**config.mk**
```make
export PLATFORM = sky130hd
export DESIGN_NAME = a2bc_alu
export DESIGN_NICKNAME = d
export VERILOG_FILES = /design/src/sv/a2bc_pkg.sv /design/src/sv/a2bc_alu.sv
export SDC_FILE = /design/constraint.sdc
export NUM_CORES = 2
export LEC_CHECK = 0
export BUFFER_PORTS_ARGS = -buffer_cell sky130_fd_sc_hd__buf_2
export CORE_UTILIZATION = 40
export CTS_CLUSTER_DIAMETER = 40
export DETAILED_ROUTE_END_ITERATION = 16
export HOLD_SLACK_MARGIN = 0.05
export PLACE_DENSITY = 0.63
export SETUP_SLACK_MARGIN = 0.4
export SLEW_MARGIN = 25
export SYNTH_ARGS = -nofsm -noshare
export SYNTH_HDL_FRONTEND = slang
export SYNTH_SLANG_ARGS = --single-unit
```
**constraint.sdc**
```tcl
create_clock -name clk -period 9.75 [get_ports clk]
set_input_delay 2.925 -clock clk [delete_from_list [all_inputs] [get_ports clk]]
set_output_delay 2.925 -clock clk [all_outputs]
set_load 0.05 [all_outputs]
```
**src/sv/a2bc_pkg.sv**
```systemverilog
// Shared types, constants and index functions for the Argon2 block compression unit.
`timescale 1ns / 1ps

package a2bc_pkg;

	localparam int OWORDS_PER_BLOCK = 64;
	localparam int WORDS_PER_BLOCK  = 2 * OWORDS_PER_BLOCK;
	localparam int OW_W             = $clog2(OWORDS_PER_BLOCK);
	localparam int WA_W             = $clog2(WORDS_PER_BLOCK);
	localparam int NUM_ROUNDS       = 16;

	typedef struct packed {
		logic        mode;
		logic [63:0] ref_lo;
		logic [63:0] ref_hi;
		logic [63:0] next_lo;
		logic [63:0] next_hi;
	} in_t;

	typedef struct packed {
		logic [63:0] out_lo;
		logic [63:0] out_hi;
		logic        out_last;
	} out_t;

	localparam logic MODE_LOAD     = 1'b0;
	localparam logic MODE_COMPRESS = 1'b1;

	typedef enum logic [1:0] {
		ROT32 = 2'd0,
		ROT24 = 2'd1,
		ROT16 = 2'd2,
		ROT63 = 2'd3
	} rot_t;

	// One operation of the shared unit
	typedef struct packed {
		logic        blam;
		rot_t        rot;
		logic [63:0] x;
		logic [63:0] y;
	} alu_op_t;

	// Register-file selection for one step of a mix
	typedef struct packed {
		logic [3:0] dst;
		logic [3:0] src;
		logic       blam;
		rot_t       rot;
	} step_t;

	// Word positions a, b, c, d of each of the eight mixes of a round
	function automatic logic [15:0] mix_abcd(input logic [2:0] m);
		logic [15:0] r;
		case (m)
			3'd0: r = {4'd0, 4'd4, 4'd8,  4'd12};
			3'd1: r = {4'd1, 4'd5, 4'd9,  4'd13};
			3'd2: r = {4'd2, 4'd6, 4'd10, 4'd14};
			3'd3: r = {4'd3, 4'd7, 4'd11, 4'd15};
			3'd4: r = {4'd0, 4'd5, 4'd10, 4'd15};
			3'd5: r = {4'd1, 4'd6, 4'd11, 4'd12};
			3'd6: r = {4'd2, 4'd7, 4'd8,  4'd13};
			3'd7: r = {4'd3, 4'd4, 4'd9,  4'd14};
			default: r = '0;
		endcase
		return r;
	endfunction

	// Destination, source and operation of step k of mix m
	function automatic step_t step_sel(input logic [2:0] m, input logic [2:0] k);
		logic [15:0] q;
		logic [3:0]  a, b, c, d;
		step_t       s;
		q = mix_abcd(m);
		a = q[15:12];
		b = q[11:8];
		c = q[7:4];
		d = q[3:0];
		s.blam = ~k[0];
		s.rot  = ROT32;
		case (k)
			3'd0: begin s.dst = a; s.src = b; end
			3'd1: begin s.dst = d; s.src = a; s.rot = ROT32; end
			3'd2: begin s.dst = c; s.src = d; end
			3'd3: begin s.dst = b; s.src = c; s.rot = ROT24; end
			3'd4: begin s.dst = a; s.src = b; end
			3'd5: begin s.dst = d; s.src = a; s.rot = ROT16; end
			3'd6: begin s.dst = c; s.src = d; end
			3'd7: begin s.dst = b; s.src = c; s.rot = ROT63; end
			default: begin s.dst = a; s.src = b; end
		endcase
		return s;
	endfunction

	// Block word gathered as word j of round r: rows first, then column pairs
	function automatic logic [6:0] word_idx(input logic [3:0] r, input logic [3:0] j);
		logic [6:0] w;
		if (!r[3]) begin
			w = {r[2:0], j};
		end else begin
			w = {j[3:1], r[2:0], j[0]};
		end
		return w;
	endfunction

endpackage

```
**src/sv/a2bc_alu.sv**
```systemverilog
// Shared BlaMka multiply-add and xor-rotate unit, one register after the multiplier.
`timescale 1ns / 1ps

module a2bc_alu
	import a2bc_pkg::*;
(
	input  logic        clk,
	input  alu_op_t     op,
	output logic [63:0] res
);

	alu_op_t     op_s1;
	logic [63:0] prod_s1;
	logic [63:0] xr;

	// Register operands and the low-half product
	always_ff @(posedge clk) begin
		op_s1   <= op;
		prod_s1 <= 64'(op.x[31:0] * op.y[31:0]);
	end

	// Finish: x + y + 2*prod, or rotate right of x ^ y
	always_comb begin
		xr = op_s1.x ^ op_s1.y;
		if (op_s1.blam) begin
			res = op_s1.x + op_s1.y + {prod_s1[62:0], 1'b0};
		end else begin
			case (op_s1.rot)
				ROT32:   res = {xr[31:0], xr[63:32]};
				ROT24:   res = {xr[23:0], xr[63:24]};
				ROT16:   res = {xr[15:0], xr[63:16]};
				ROT63:   res = {xr[62:0], xr[63]};
				default: res = xr;
			endcase
		end
	end

endmodule

```
### Yosys cells after proc, flatten, opt, wreduce, memory -nomap -nowiden

Index checks and enable logic that the tools add are counted.

| word-level totals | value |
|---|---|
| bits in registers | 194 |
| logic and storage cells | 15 |

| operators by class | value |
|---|---|
| add/sub/neg operators | 2 |
| multipliers | 1 |
| equal/unequal tests | 3 |
| muxes and demuxes | 2 |
| bitwise gates (word level) | 1 |
| reduce and logical (&&, ||, !) cells | 1 |

Operators with widths:

| operator | count |
|---|---|
| $pmux W64 S4 | 1 |
| $add A64 B64 Y64 | 2 |
| $mux W64 | 1 |
| $xor A64 B64 Y64 | 1 |
| $mul A32 B32 Y63 | 1 |
| $eq A2 B2 Y1 const B | 2 |
| $eq A2 B1 Y1 const B | 1 |
| $logic_not A2 Y1 | 1 |

### Depth between registers and ports, before layout

| logic depth | value |
|---|---|
| depth after elaboration | 3 |
| mapped depth | 30 |

### Least setup slack after synthesis

No wires, ideal clock.

| timing | value |
|---|---|
| kind | input port to flip-flop |
| start point | input port op[2] in the netlist's numbering |
| end point | register prod_s1[62] |
| setup time | 0.120 ns |
| arrival time | 9.525 ns |
| required time | 9.630 ns |
| slack | 0.105 ns |
| stages | 27 |
| buffers on the path | 1 |
| cells stage by stage | clkbuf_1 and2_1 fa_1 inv_1 fa_1 fa_1 fa_1 inv_1 fa_1 inv_1 fa_1 inv_1 fa_1 inv_1 fa_1 inv_1 ha_1 and4_1 o21a_1 o31a_1 o41ai_2 a21o_1 a21oi_1 o31ai_4 o31ai_1 a21oi_1 xnor2_1 |

| on the way | value |
|---|---|
| cells in the longest elaborated chain, start to end | 1 |

RTL lines:

| what | line | source |
|---|---|---|
| start: declaration | a2bc_alu.sv:8 | `input alu_op_t op,` |
| $mul A32 B32 Y63 | a2bc_alu.sv:19 | `prod_s1 <= 64'(op.x[31:0] * op.y[31:0]);` |
| end signal: assignment | a2bc_alu.sv:19 |  |
| end: declaration | a2bc_alu.sv:13 | `logic [63:0] prod_s1;` |

Every way passes these cells.

### Worst setup path in the final report

| timing | value |
|---|---|
| start point | input port op[80] in the netlist's numbering |
| end point | register prod_s1[59] |

The elaborated chain is that of the path after synthesis.

==> metrics.yaml <==
grt_usage_pct: 24.08
port_buffers: 195
finalHoldViolCount: 0
ios: 196
drv_cap: 0
synth_most_common_cell: "fa_1"
slew_viol_final: 0
fmax_mhz: 106.8
synth_area_leaders: "fa_1, ha_1, dfxtp_1"
grt_pass1_wl_um: 209800
layout.nets: 6480
wl_per_cell_um: 20.26
synth.distinct_cells: 84
worstSetupEndpointType: "flop"
path_max_fanout: 7
holdPathStages: 1
clk_pin_slew_worst_paths_ps: 100
antenna_found_initial: 13
die_area_um2: 112900
startpoint_type: "primary input"
synth_fp_nets: 6157
synth_area_um2: 44610
dp_hpwl_um: 114300
slew_headroom_pct: 34.55
synth_edf_count: 0
cts_root_buffer: "clkbuf_16"
drc: 0
rows: 122
utilization_pct: 46.17
ys_async_sr_fraction_pct: 0
synth-seq-cells: 194
crit_arrival_ps: 9760
rsz0062_at_grt: "true"
core_um2: 110700
yosys_warnings: 0
grt_max_degree: 70
setup_viol: 0
fin_crit_sh_pct: 96.08
regArea_um2: 3895
via_per_inst: 5.153
min_to: "op_s1[121]"
grt_overflow: 0
crit_required_ps: 10140
gp_congestion: 0.9649
dpl_cell_area_um2: 49400
clock_path_buffers: 2
syn_inst: 4685
cts_sinks: 194
antenna_left: 0
yosys.area.top_type_share_pct: 42.99
finalCriticalPeriod_ps: 9368
multi_input_area_um2: 36970
crit_type: "in -> reg"
synthTopCellsByCount: "fa_1, inv_1, and2_1, nand2_1, ha_1"
ctsHtreeMaxLevel: 4
synth_area_leader_cell: "fa_1"
drt_iter0_markers: 2233
grt_pass1_vias: 35873
nFillCells: 10407
fp.dieW_um: 336.0
start_util_pct: 40.31
fp.dieH_um: 336.0
synthToLayoutAreaGrowth_pct: 14.54
numCtsBuffers: 17
ys.flop_type: "dfxtp_1"
dr.pass1.iters: 6
vias: 33563
min-delay-start: "op[121]"
drive_gt1_share_pct: 16.11
tightestPinTransition_ps: 981.7
wirelength_um: 132000
status: "finished clean"
hold_path.class: "in -> reg"
syn-mean-instance-area_um2: 9.522
ys_seq_area_share_pct: 8.706
postLayoutCellArea_um2: 51100
cts_tree: "built"
## critical path, cell delays in order
cell and delay, ps:
buf_12 120, buf_6 110, and2_4 130, fa_1 510, inv_2 40, fa_1 530, fa_1 460, fa_1 510
inv_2 40, fa_1 560, fa_1 440, fa_1 520, fa_1 550, ha_4 330, nand4_1 140, nor3_2 270
o211ai_1 240, a2111oi_4 390, buf_4 210, nor2_4 60, o311ai_4 260, o21ai_2 120, o311ai_2 270
## area by class of cell
cell class	instances	share of cell area (%)
Antenna cell	4	0.01959
Tap cell	1488	3.644
Inverter	887	6.516
Timing Repair Buffer	562	8.546
Sequential cell	194	7.623
Clock inverter	15	0.4750
Multi-Input combinational cell	3346	72.34
Clock buffer	17	0.8326
## per-stage QoR
| step | hold slack (ps) | TNS (ps) | instances | worst slack (ps) |
|---|---|---|---|---|
| 5_1_grt | 2511 | 0 | 6512 | 149.7 |
| 3_5_place_dp | 3029 | -9297 | 6463 | -539.5 |
| 3_3_place_gp | 3029 | -7744 | 6463 | -430.9 |
| 2_1_floorplan | 2953 | 0 | 4685 | 387.6 |
| 4_1_cts | 2508 | 0 | 6497 | 384.0 |
| 6_report | 2531 | 0 | 6513 | 382.4 |
## worst max path at each step
stage | from | endpoint | slack, ps | cells after the start
final | op[80] | prod_s1[59] | 380 | 23
after global placement | op[82] | prod_s1[59] | -430 | 25
after detailed placement | op[82] | prod_s1[59] | -540 | 29
after CTS | op[80] | prod_s1[59] | 380 | 27
after global routing | op[78] | prod_s1[59] | 150 | 23
after floorplan | op[2] | prod_s1[62] | 390 | 27
## flip-flops by register name (all words and copies together), names as in the netlist
signal and flops:
op_s1 131, prod_s1 63
## timing repair
action	in CTS	in global routing
resized for setup	81	165
setup buffers	2	11
pin swaps	21	79
endpoints found under the setup margin	30	34
hold buffers	0	0
gates cloned	0	1
## logic make-up after synthesis
logic type,synth area share [%]
simple gates,15.27
fa+ha+maj,53.70
buf+inv,9.735
compound gates,6.801
flops,8.706
xor+xnor,2.395
mux,3.388
## metal layers
metal  up-vias  GRT usage [%]  wire length, um
met2      1191          40.36            64150
met3       187          3.333             9022
li1      14915              -                -
met4        12          6.198             3470
met1     17258          32.72            55240
met5         -              0               72
## cell usage in the layout (no fill, tap or decap), types with 18 or more instances in the layout
| master | netlist | layout |
|---|---|---|
| nand2_1 | 537 | 535 |
| nor2_1 | 112 | 109 |
| a21oi_1 | 188 | 173 |
| fa_1 | 958 | 936 |
| buf_6 | 0 | 34 |
| clkbuf_16 | 0 | 18 |
| o21ai_1 | 11 | 18 |
| ha_1 | 382 | 367 |
| mux4_2 | 63 | 63 |
| dfxtp_1 | 194 | 191 |
| inv_1 | 887 | 878 |
| xnor2_1 | 73 | 70 |
| buf_12 | 0 | 23 |
| o21bai_1 | 24 | 23 |
| o21ai_0 | 55 | 39 |
| a21o_1 | 59 | 59 |
| buf_4 | 1 | 342 |
| buf_2 | 8 | 149 |
| and2_1 | 575 | 562 |
| xor2_1 | 49 | 47 |
| nand4_1 | 36 | 36 |
| fa_2 | 0 | 22 |
Power is left out: the tool's default activity adds up to more than one toggle a clock period on the data nets, which glitch-free logic cannot reach.
